**config.mk**
```make
export PLATFORM = sky130hd
export DESIGN_NAME = bit_matrix_frame_buffer
export DESIGN_NICKNAME = d
export VERILOG_FILES = /design/src/bmfb_pkg.sv /design/src/bmfb_row_alu.sv /design/src/bit_matrix_frame_buffer.sv
export SDC_FILE = /design/constraint.sdc
export NUM_CORES = 2
export LEC_CHECK = 0
export ABC_AREA = 1
export BUFFER_PORTS_ARGS = -buffer_cell sky130_fd_sc_hd__buf_2
export CORE_MARGIN = 1
export CORE_UTILIZATION = 54
export CTS_CLUSTER_DIAMETER = 120
export DETAILED_ROUTE_END_ITERATION = 8
export PLACE_DENSITY = 0.7
export SYNTH_ARGS = -nofsm -noshare
export SYNTH_HDL_FRONTEND = slang
export SYNTH_HIERARCHICAL = 1
export SYNTH_SLANG_ARGS = --single-unit
```
**constraint.sdc**
```tcl
create_clock -name i_clk -period 6.7 [get_ports i_clk]
set_input_delay 0.67 -clock i_clk [delete_from_list [all_inputs] [get_ports i_clk]]
set_output_delay 0.67 -clock i_clk [all_outputs]
set_load 0.03 [all_outputs]
```
**src/bmfb_pkg.sv**
```systemverilog
`timescale 1ns / 1ps
// Shared types and constants of the bit matrix frame buffer.
// No dependencies; imported by every module of the block.
package bmfb_pkg;

    // Command kinds
    localparam logic [3:0] KIND_CLEAR  = 4'd0;
    localparam logic [3:0] KIND_INVERT = 4'd1;
    localparam logic [3:0] KIND_DOT    = 4'd2;
    localparam logic [3:0] KIND_FLIPV  = 4'd3;
    localparam logic [3:0] KIND_FLIPH  = 4'd4;
    localparam logic [3:0] KIND_ROW    = 4'd5;
    localparam logic [3:0] KIND_COL    = 4'd6;
    localparam logic [3:0] KIND_UP     = 4'd7;
    localparam logic [3:0] KIND_DOWN   = 4'd8;
    localparam logic [3:0] KIND_LEFT   = 4'd9;
    localparam logic [3:0] KIND_RIGHT  = 4'd10;
    localparam logic [3:0] KIND_GLYPH  = 4'd11;
    localparam logic [3:0] KIND_READ   = 4'd12;

    // Configuration register indexes and reset values
    localparam logic CFG_ROW_COUNT    = 1'b0;
    localparam logic CFG_COLUMN_BYTES = 1'b1;
    localparam logic [5:0] ROW_COUNT_RST    = 6'd16;
    localparam logic [2:0] COLUMN_BYTES_RST = 3'd2;

    typedef struct packed {
        logic [3:0]  kind;
        logic [4:0]  row;
        logic [4:0]  column;
        logic [31:0] value;
        logic        fill_in;
    } t_req;

    typedef struct packed {
        logic [31:0] row_data;
        logic        accepted;
    } t_rsp;

    typedef enum logic [2:0] {
        ST_IDLE,
        ST_SWEEP,
        ST_TAIL,
        ST_FLIP,
        ST_DONE
    } t_state;

    // Command context handed to the row update logic
    typedef struct packed {
        logic [3:0]  kind;
        logic [4:0]  row;
        logic [4:0]  column;
        logic [31:0] value;
        logic        fill_in;
        logic [31:0] mask;
        logic [31:0] lsb;
        logic [4:0]  gap;
    } t_row_ctl;

    function automatic logic [31:0] reverse32(input logic [31:0] x);
        logic [31:0] y;
        for (int i = 0; i < 32; i++) begin
            y[i] = x[31 - i];
        end
        return y;
    endfunction

endpackage

```
**src/bmfb_row_alu.sv**
```systemverilog
`timescale 1ns / 1ps
// Row update logic: new contents of one stored row for per-row commands.
// Depends on bmfb_pkg.
module bmfb_row_alu (
    input  bmfb_pkg::t_row_ctl i_ctl,
    input  logic [31:0]        i_row,
    output logic [31:0]        o_row
);
    import bmfb_pkg::*;

    logic [31:0] pix;
    logic [31:0] x;
    logic [31:0] glyph_m;
    logic [31:0] glyph_d;
    logic        fbit;
    logic        b;

    always_comb begin
        pix     = 32'h8000_0000 >> i_ctl.column;
        fbit    = i_ctl.value[5'd31 - i_ctl.row];
        x       = i_row & i_ctl.mask;
        glyph_m = (32'hFFFF_0000 >> i_ctl.column) & i_ctl.mask;
        glyph_d = {i_ctl.value[15:0], 16'h0000} >> i_ctl.column;
        b       = 1'b0;
        case (i_ctl.kind)
            KIND_CLEAR:  o_row = i_row & ~i_ctl.mask;
            KIND_INVERT: o_row = i_row ^ i_ctl.mask;
            KIND_DOT:    o_row = i_ctl.value[0] ? (i_row | pix) : (i_row & ~pix);
            KIND_COL:    o_row = fbit ? (i_row | pix) : (i_row & ~pix);
            KIND_ROW:    o_row = (i_row & ~i_ctl.mask) | (i_ctl.value & i_ctl.mask);
            KIND_FLIPH: begin
                o_row = (i_row & ~i_ctl.mask)
                      | ((reverse32(x) << i_ctl.gap) & i_ctl.mask);
            end
            KIND_LEFT: begin
                b     = i_ctl.fill_in ? fbit : x[31];
                o_row = (i_row & ~i_ctl.mask) | ((x << 1) & i_ctl.mask)
                      | (b ? i_ctl.lsb : 32'h0);
            end
            KIND_RIGHT: begin
                b     = i_ctl.fill_in ? fbit : (|(x & i_ctl.lsb));
                o_row = (i_row & ~i_ctl.mask) | ((x >> 1) & i_ctl.mask)
                      | (b ? 32'h8000_0000 : 32'h0);
            end
            KIND_GLYPH:  o_row = (i_row & ~glyph_m) | (glyph_d & glyph_m);
            default:     o_row = i_row;
        endcase
    end

endmodule

```
**src/bit_matrix_frame_buffer.sv**
```systemverilog
`timescale 1ns / 1ps
// Top level of the bit matrix frame buffer: command sequencer, frame memory.
// Depends on bmfb_pkg and bmfb_row_alu.
//
//   channel   direction  handshake                     payload
//   request   in         i_req_valid / o_req_ready     i_req (t_req)
//   response  out        o_rsp_valid / i_rsp_ready     o_rsp (t_rsp)
//   config    in         i_cfg_we (no handshake back)  i_cfg_index, i_cfg_data
//
// One command at a time. A whole-frame command reads the frame memory once per
// row and writes each row back in the cycle after its read; rotate up/down
// adds a closing write of the last row visited, flip vertical reads and
// writes each pair of rows in turn, and single-row commands touch one row.
// The frame memory has one read port.
// Reset is synchronous; it clears the per-row valid bits, so the frame reads
// as all zero without a clearing pass. A stalled response holds in its
// register and the next command may already run meanwhile.
module bit_matrix_frame_buffer #(
    parameter int MAX_ROWS         = 32,
    parameter int MAX_COLUMN_BYTES = 4
) (
    input  logic            i_clk,
    input  logic            i_rst_n,
    input  logic            i_req_valid,
    output logic            o_req_ready,
    input  bmfb_pkg::t_req  i_req,
    output logic            o_rsp_valid,
    input  logic            i_rsp_ready,
    output bmfb_pkg::t_rsp  o_rsp,
    input  logic            i_cfg_we,
    input  logic            i_cfg_index,
    input  logic [5:0]      i_cfg_data
);
    import bmfb_pkg::*;

    localparam int AW = (MAX_ROWS > 1) ? $clog2(MAX_ROWS) : 1;
    localparam logic [5:0] MAX_N  = 6'(MAX_ROWS);
    localparam logic [2:0] MAX_CB = 3'(MAX_COLUMN_BYTES);

    // Frame memory and per-row valid bits
    logic [31:0]          mem_rows [MAX_ROWS];
    logic [MAX_ROWS-1:0]  r_valid;
    logic [31:0]          r_mem_q;
    logic                 r_mem_q_ok;

    // Control and command state
    t_state      r_state, n_state;
    logic [5:0]  r_row_count;
    logic [2:0]  r_col_bytes;
    t_req        r_cmd, n_cmd;
    logic [5:0]  r_idx, n_idx;
    logic [5:0]  r_left, n_left;
    logic        r_down, n_down;
    logic        r_rd_pend, n_rd_pend;
    logic [5:0]  r_rd_row, n_rd_row;
    logic        r_first, n_first;
    logic [31:0] r_prev, n_prev;
    logic [5:0]  r_prev_row, n_prev_row;
    logic [31:0] r_save, n_save;
    logic [1:0]  r_phase, n_phase;
    logic [4:0]  r_pair, n_pair;
    logic        r_ok, n_ok;
    logic [31:0] r_data, n_data;
    t_rsp        r_rsp, n_rsp;
    logic        r_rsp_valid, n_rsp_valid;

    // Memory port controls
    logic        rd_en;
    logic [5:0]  rd_addr;
    logic        wr_en;
    logic [5:0]  wr_addr;
    logic [31:0] wr_data;

    // Active area
    logic [5:0]  eff_n;
    logic [2:0]  eff_cb;
    logic [5:0]  eff_w;
    logic [31:0] mask;
    logic [31:0] lsb;
    logic [31:0] cur;
    logic        shift_mode;
    logic [5:0]  lo_row;
    logic [5:0]  hi_row;
    logic        req_fire;

    t_row_ctl    alu_ctl;
    logic [31:0] alu_row;

    // Clamp the registers into their usable ranges
    always_comb begin
        eff_n  = (r_row_count == 6'd0) ? 6'd1 : r_row_count;
        if (eff_n > MAX_N) begin
            eff_n = MAX_N;
        end
        eff_cb = (r_col_bytes == 3'd0) ? 3'd1 : r_col_bytes;
        if (eff_cb > MAX_CB) begin
            eff_cb = MAX_CB;
        end
        eff_w = {eff_cb, 3'b000};
        mask  = ~(32'hFFFF_FFFF >> eff_w);
        lsb   = 32'h8000_0000 >> (eff_w - 6'd1);
    end

    // A never-written row reads as zero
    assign cur        = r_mem_q_ok ? r_mem_q : 32'h0;
    assign shift_mode = (r_cmd.kind == KIND_UP) || (r_cmd.kind == KIND_DOWN);
    assign lo_row     = {1'b0, r_pair};
    assign hi_row     = eff_n - 6'd1 - lo_row;

    assign o_req_ready = (r_state == ST_IDLE);
    assign req_fire    = i_req_valid && o_req_ready;

    // Per-row fill and column bits follow the row being retired
    assign alu_ctl.kind    = r_cmd.kind;
    assign alu_ctl.row     = r_rd_row[4:0];
    assign alu_ctl.column  = r_cmd.column;
    assign alu_ctl.value   = r_cmd.value;
    assign alu_ctl.fill_in = r_cmd.fill_in;
    assign alu_ctl.mask    = mask;
    assign alu_ctl.lsb     = lsb;
    assign alu_ctl.gap     = 5'(6'd32 - eff_w);

    bmfb_row_alu u_alu (
        .i_ctl (alu_ctl),
        .i_row (cur),
        .o_row (alu_row)
    );

    // Sequencer: next state, memory port controls, response
    always_comb begin
        n_state     = r_state;
        n_cmd       = r_cmd;
        n_idx       = r_idx;
        n_left      = r_left;
        n_down      = r_down;
        n_rd_pend   = 1'b0;
        n_rd_row    = r_rd_row;
        n_first     = r_first;
        n_prev      = r_prev;
        n_prev_row  = r_prev_row;
        n_save      = r_save;
        n_phase     = r_phase;
        n_pair      = r_pair;
        n_ok        = r_ok;
        n_data      = r_data;
        n_rsp       = r_rsp;
        n_rsp_valid = r_rsp_valid;
        rd_en       = 1'b0;
        rd_addr     = r_idx;
        wr_en       = 1'b0;
        wr_addr     = r_rd_row;
        wr_data     = alu_row;

        // Drop the response once taken
        if (r_rsp_valid && i_rsp_ready) begin
            n_rsp_valid = 1'b0;
        end

        unique case (r_state)
            ST_IDLE: begin
                if (req_fire) begin
                    n_cmd   = i_req;
                    n_data  = 32'h0;
                    n_ok    = 1'b1;
                    n_idx   = 6'd0;
                    n_left  = eff_n;
                    n_down  = 1'b0;
                    n_first = 1'b1;
                    n_state = ST_SWEEP;
                    case (i_req.kind)
                        KIND_CLEAR, KIND_INVERT, KIND_FLIPH, KIND_LEFT, KIND_RIGHT,
                        KIND_UP: begin
                        end
                        KIND_DOWN: begin
                            n_idx  = eff_n - 6'd1;
                            n_down = 1'b1;
                        end
                        KIND_COL: begin
                            if ({1'b0, i_req.column} >= eff_w) begin
                                n_ok    = 1'b0;
                                n_state = ST_DONE;
                            end
                        end
                        KIND_DOT, KIND_GLYPH: begin
                            n_idx  = {1'b0, i_req.row};
                            n_left = 6'd1;
                            if ({1'b0, i_req.row} >= eff_n ||
                                {1'b0, i_req.column} >= eff_w) begin
                                n_ok    = 1'b0;
                                n_state = ST_DONE;
                            end
                        end
                        KIND_ROW, KIND_READ: begin
                            n_idx  = {1'b0, i_req.row};
                            n_left = 6'd1;
                            if ({1'b0, i_req.row} >= eff_n) begin
                                n_ok    = 1'b0;
                                n_state = ST_DONE;
                            end
                        end
                        KIND_FLIPV: begin
                            n_pair  = 5'd0;
                            n_phase = 2'd0;
                            n_state = (eff_n >= 6'd2) ? ST_FLIP : ST_DONE;
                        end
                        default: begin
                            n_ok    = 1'b0;
                            n_state = ST_DONE;
                        end
                    endcase
                end
            end

            ST_SWEEP: begin
                // Issue the next row read
                if (r_left != 6'd0) begin
                    rd_en     = 1'b1;
                    rd_addr   = r_idx;
                    n_idx     = r_down ? (r_idx - 6'd1) : (r_idx + 6'd1);
                    n_left    = r_left - 6'd1;
                    n_rd_pend = 1'b1;
                    n_rd_row  = r_idx;
                end
                // Retire the row read issued in the previous cycle
                if (r_rd_pend) begin
                    if (shift_mode) begin
                        if (r_first) begin
                            n_save  = cur;
                            n_first = 1'b0;
                        end else begin
                            wr_en   = 1'b1;
                            wr_addr = r_prev_row;
                            wr_data = (r_prev & ~mask) | (cur & mask);
                        end
                        n_prev     = cur;
                        n_prev_row = r_rd_row;
                    end else if (r_cmd.kind == KIND_READ) begin
                        n_data = cur & mask;
                    end else begin
                        wr_en   = 1'b1;
                        wr_addr = r_rd_row;
                        wr_data = alu_row;
                    end
                    if (r_left == 6'd0) begin
                        n_state = shift_mode ? ST_TAIL : ST_DONE;
                    end
                end
            end

            ST_TAIL: begin
                // Close the rotation: last row visited takes fill or wrap
                wr_en   = 1'b1;
                wr_addr = r_prev_row;
                wr_data = (r_prev & ~mask)
                        | ((r_cmd.fill_in ? r_cmd.value : r_save) & mask);
                n_state = ST_DONE;
            end

            ST_FLIP: begin
                n_phase = r_phase + 2'd1;
                case (r_phase)
                    2'd0: begin
                        rd_en   = 1'b1;
                        rd_addr = lo_row;
                    end
                    2'd1: begin
                        n_prev  = cur;
                        rd_en   = 1'b1;
                        rd_addr = hi_row;
                    end
                    2'd2: begin
                        n_save  = cur;
                        wr_en   = 1'b1;
                        wr_addr = lo_row;
                        wr_data = (r_prev & ~mask) | (cur & mask);
                    end
                    default: begin
                        wr_en   = 1'b1;
                        wr_addr = hi_row;
                        wr_data = (r_save & ~mask) | (r_prev & mask);
                        n_pair  = r_pair + 5'd1;
                        if ((lo_row + 6'd1) >= (eff_n >> 1)) begin
                            n_state = ST_DONE;
                        end
                    end
                endcase
            end

            ST_DONE: begin
                // Hold until the response register is free
                if (!r_rsp_valid || i_rsp_ready) begin
                    n_rsp.row_data = r_data;
                    n_rsp.accepted = r_ok;
                    n_rsp_valid    = 1'b1;
                    n_state        = ST_IDLE;
                end
            end

            default: n_state = ST_IDLE;
        endcase
    end

    // Control registers
    always_ff @(posedge i_clk) begin
        if (!i_rst_n) begin
            r_state     <= ST_IDLE;
            r_rsp_valid <= 1'b0;
            r_rd_pend   <= 1'b0;
            r_row_count <= ROW_COUNT_RST;
            r_col_bytes <= COLUMN_BYTES_RST;
            r_valid     <= '0;
        end else begin
            r_state     <= n_state;
            r_rsp_valid <= n_rsp_valid;
            r_rd_pend   <= n_rd_pend;
            if (i_cfg_we) begin
                case (i_cfg_index)
                    CFG_ROW_COUNT:    r_row_count <= i_cfg_data;
                    CFG_COLUMN_BYTES: r_col_bytes <= i_cfg_data[2:0];
                    default:          r_row_count <= r_row_count;
                endcase
            end
            if (wr_en) begin
                r_valid[wr_addr[AW-1:0]] <= 1'b1;
            end
        end
    end

    // Payload registers
    always_ff @(posedge i_clk) begin
        r_cmd      <= n_cmd;
        r_idx      <= n_idx;
        r_left     <= n_left;
        r_down     <= n_down;
        r_rd_row   <= n_rd_row;
        r_first    <= n_first;
        r_prev     <= n_prev;
        r_prev_row <= n_prev_row;
        r_save     <= n_save;
        r_phase    <= n_phase;
        r_pair     <= n_pair;
        r_ok       <= n_ok;
        r_data     <= n_data;
        r_rsp      <= n_rsp;
    end

    // Frame memory: one write and one registered read per cycle
    always_ff @(posedge i_clk) begin
        if (wr_en) begin
            mem_rows[wr_addr[AW-1:0]] <= wr_data;
        end
        if (rd_en) begin
            r_mem_q    <= mem_rows[rd_addr[AW-1:0]];
            r_mem_q_ok <= r_valid[rd_addr[AW-1:0]];
        end
    end

    assign o_rsp_valid = r_rsp_valid;
    assign o_rsp       = r_rsp;

endmodule

```
==> results.json <==
{
  "synth_common_cells": "nand2_1 (1643), edfxtp_1 (1259), nand3_1 (1115), inv_1 (800), nand3b_1 (404)",
  "p_seq_frac": 0.370,
  "post-cts-setup-buffers": 0,
  "grt_antenna_before_repair": 1,
  "seq_area_um2": 38700,
  "hold_viol": 0,
  "drive_gt1_frac": 0.0897,
  "antenna_left": 0,
  "diodes": 0,
  "slowest_delay_ps": 930,
  "fin_tns_setup_ps": 0,
  "p_int_mw": 17.8,
  "gp_congestion": 1.04,
  "overflow": 0,
  "p_sw_frac": 0.409,
  "root_buffer": "clkbuf_16",
  "rsz0062_at_grt": "false",
  "cellLeakagePower_nw": 29.7,
  "drv_slew": 0,
  "dieArea_um2": 126000,
  "clk_latency_ps": 770,
  "fp.dieW_um": 355,
  "min_period_over_period": 0.762,
  "worst_ir_drop_vdd_v": 0.000375,
  "post-place-cells": 8643,
  "critical_path_peak_fanout": 24,
  "status": "finished clean",
  "grt.total_usage": 0.359,
  "synth_seq_cells": 1305,
  "fmax_ghz": 0.196,
  "cpMostUsedCell": "nand3_1",
  "cts_resized": 0,
  "comb_power_share": 0.384,
  "grt_pass1_wl_um": 334000,
  "viasPerCell": 6.07,
  "num_vias": 54000,
  "crit_path_end_kind": "register",
  "final_nets": 7308,
  "yosys.cell_types.count": 61,
  "hold_buffers": 0,
  "wl_per_cell_um": 25.6,
  "critical_path_arrival_ps": 5560,
  "first_pass_iters": 8,
  "rows": 129,
  "cts.sinks": 1305,
  "path_clk_slew_ps": 60,
  "yosysTopAreaCell": "edfxtp_1",
  "power_density_nw_per_um2": 406,
  "area_growth_pct": 10.1,
  "clock_skew_ps": 29.9,
  "cp_slowest_cell": "nor2_4",
  "grt_max_degree": 166,
  "setup_viol": 0,
  "syn_inst": 7108,
  "wl_met3_um": 22000,
  "relSlewSlack": 0.0679,
  "synth_ff_type": "edfxtp_1",
  "clockPowerShare": 0.246,
  "dpl_worst_slack_ps": 1660,
  "routed.top_layer": "met4",
  "async_reset_ff_frac": 0,
  "crit_path_cell_trace": "nor2_1 -> nand3_1 -> a21oi_1 -> inv_1 -> ha_1 -> xnor2_1 -> ha_1 -> a21oi_1 -> nand3_1 -> nand3_1 -> o21ai_0 -> o21bai_1 -> nand3_1 -> nor2_4 -> buf_4",
  "multi_input_area_um2": 23900,
  "start_util": 0.544,
  "grt_pass1_vias": 50800,
  "synth.area.top_cells": "edfxtp_1 (56%), nand2_1 (9.2%), nand3_1 (8.3%)",
  "wirelength_um": 228000,
  "htree_levels": 4,
  "synth_edf_count": 1259,
  "startpoint_type": "register",
  "synth_top_area_share": 0.563,
  "final_cells": 8897,
  "timing.final.ws_setup_ps": 1600,
  "wl_met1_um": 88900,
  "syn_area_um2": 67200,
  "cts_inserted_buffers": 140,
  "portBuffers": 93,
  "route.detailed.drc": 0,
  "ys_seq_area_frac": 0.577,
  "hold_class": "input port to register",
  "wl_met2_um": 103000,
  "ios": 94,
  "avgSynthCellArea_um2": 9.45,
  "yosysMostFrequentCell": "nand2_1",
  "switchingPower_mw": 12.3,
  "p_total_mw": 30.1,
  "period_needed_ps": 5100,
  "path_class": "register to register",
  "required_ps": 7160,
  "yosysWarnings": 6,
  "core-area_um2": 123000,
  "fill_cells": 10300,
  "worstMarginPinSlew_ps": 1390,
  "clock_path_buffers": 3,
  "cap_violations": 0,
  "cts_tree": "yes",
  "drt_iter0_drc": 6798,
  "dp_hpwl_um": 142000,
  "die_y_um": 355
}
[path summary, 6_finish.rpt]
path,start,endpoint,slack [ps],depth (start not counted)
min,i_req[9],alu_ctl[78]$_DFFE_PP_,70,1
max reg2reg,r_row_count[2]$_SDFFE_PN0P_,mem_rows[17][21]$_DFFE_PP_,1600,15
max,r_row_count[2]$_SDFFE_PN0P_,mem_rows[17][21]$_DFFE_PP_,1600,15
min reg2reg,r_data[27]$_SDFFCE_PN0P_,o_rsp[28]$_DFFE_PP_,410,0
[per-stage QoR]
stage               hold WS [ps]  area [um^2]   util
finish                      74.4        74000  0.599
global route                43.3        74000  0.599
CTS                         22.1        74000  0.599
detailed placement           405        69600  0.564
global placement             402        69600  0.564
floorplan                    400        67400      -
[routing by layer]
layer  up-vias  track usage
met4         0        0.206
met2      3038        0.553
li1      24400            -
met3       686       0.0676
met5         -            0
met1     25900        0.478
[cell type report]
cell class | count | share of cell area
clock buffers | 186 | 0.0516
flip-flops and latches | 1305 | 0.523
clock inverters | 68 | 0.00744
multi-input cells | 4631 | 0.324
repair buffers | 235 | 0.0234
well taps | 1637 | 0.0277
inverters | 835 | 0.0427
[flip-flops by register name, summed over array words and instances, names as in the netlist, 2 cells and up]
| register | flops |
|---|---|
| alu_ctl | 42 |
| mem_rows | 1024 |
| o_rsp | 33 |
| r_col_bytes | 3 |
| r_data | 32 |
| r_idx | 5 |
| r_left | 6 |
| r_mem_q | 32 |
| r_pair | 5 |
| r_phase | 2 |
| r_prev | 32 |
| r_prev_row | 5 |
| r_rd_row | 5 |
| r_row_count | 6 |
| r_save | 32 |
| r_state | 3 |
| r_valid | 32 |
[critical path, delay by kind of cell (launching register included)]
family          cells  cell delay, ps
compound gates      4            1130
xor+xnor            1             280
fa+ha+maj           2             600
buf+inv             2             520
flops               1             330
simple gates        6            1900
[layout by cell type (no fill, tap or decap), drive strengths merged]
| master | Yosys | layout |
|---|---|---|
| nand2 | 1693 | 1693 |
| edfxtp | 1259 | 1259 |
| nand3 | 1125 | 1125 |
| inv | 827 | 830 |
| nand3b | 404 | 404 |
| nor2 | 371 | 371 |
| o21ai | 254 | 254 |
| a21oi | 253 | 253 |
| buf | 257 | 235 |
| clkbuf | 145 | 186 |
| o211ai | 164 | 164 |
| ha | 99 | 99 |
| clkinv | 8 | 69 |
| conb | 1 | 66 |
| dfxtp | 46 | 46 |
| nand4 | 35 | 35 |
| nor3 | 28 | 28 |
| or2 | 19 | 19 |
| o21bai | 15 | 15 |
| o22ai | 15 | 15 |
| a211oi | 14 | 14 |
| o2111ai | 11 | 11 |
| mux2i | 8 | 8 |
| a221oi | 8 | 8 |
| a31oi | 8 | 8 |
| a22oi | 7 | 7 |
| a41oi | 6 | 6 |
| o21a | 6 | 6 |
| xor2 | 5 | 5 |
| a21boi | 4 | 4 |
| xnor2 | 3 | 3 |
| bufinv | 0 | 3 |
| a22o | 2 | 2 |
| nor4 | 2 | 2 |
| fa | 2 | 2 |
| clkinvlp | 0 | 1 |
| and2 | 1 | 1 |
| o31ai | 1 | 1 |
| a32oi | 1 | 1 |
| o221a | 1 | 1 |
[power by group through the flow]
stage | combinational, mW | sequential, mW | clock (mW)
after floorplan | 7.25 | 11.1 | 0
after global placement | 11.1 | 11.3 | 0
after detailed placement | 11.2 | 11.3 | 0
after CTS | 11.3 | 11.1 | 7.48
after global routing | 12.4 | 11.1 | 7.80
final | 11.5 | 11.1 | 7.41
[cells by family after synthesis]
| kind of cell | after synthesis | synth area share |
|---|---|---|
| simple gates | 3678 | 0.257 |
| mux | 8 | 0.00119 |
| flops | 1305 | 0.577 |
| xor+xnor | 8 | 0.00104 |
| compound gates | 770 | 0.0696 |
| fa+ha+maj | 101 | 0.0190 |
| buf+inv | 1237 | 0.0759 |
| other cells | 1 | 0.0000558 |
No activity file was read; power rests on OpenSTA's default activity.
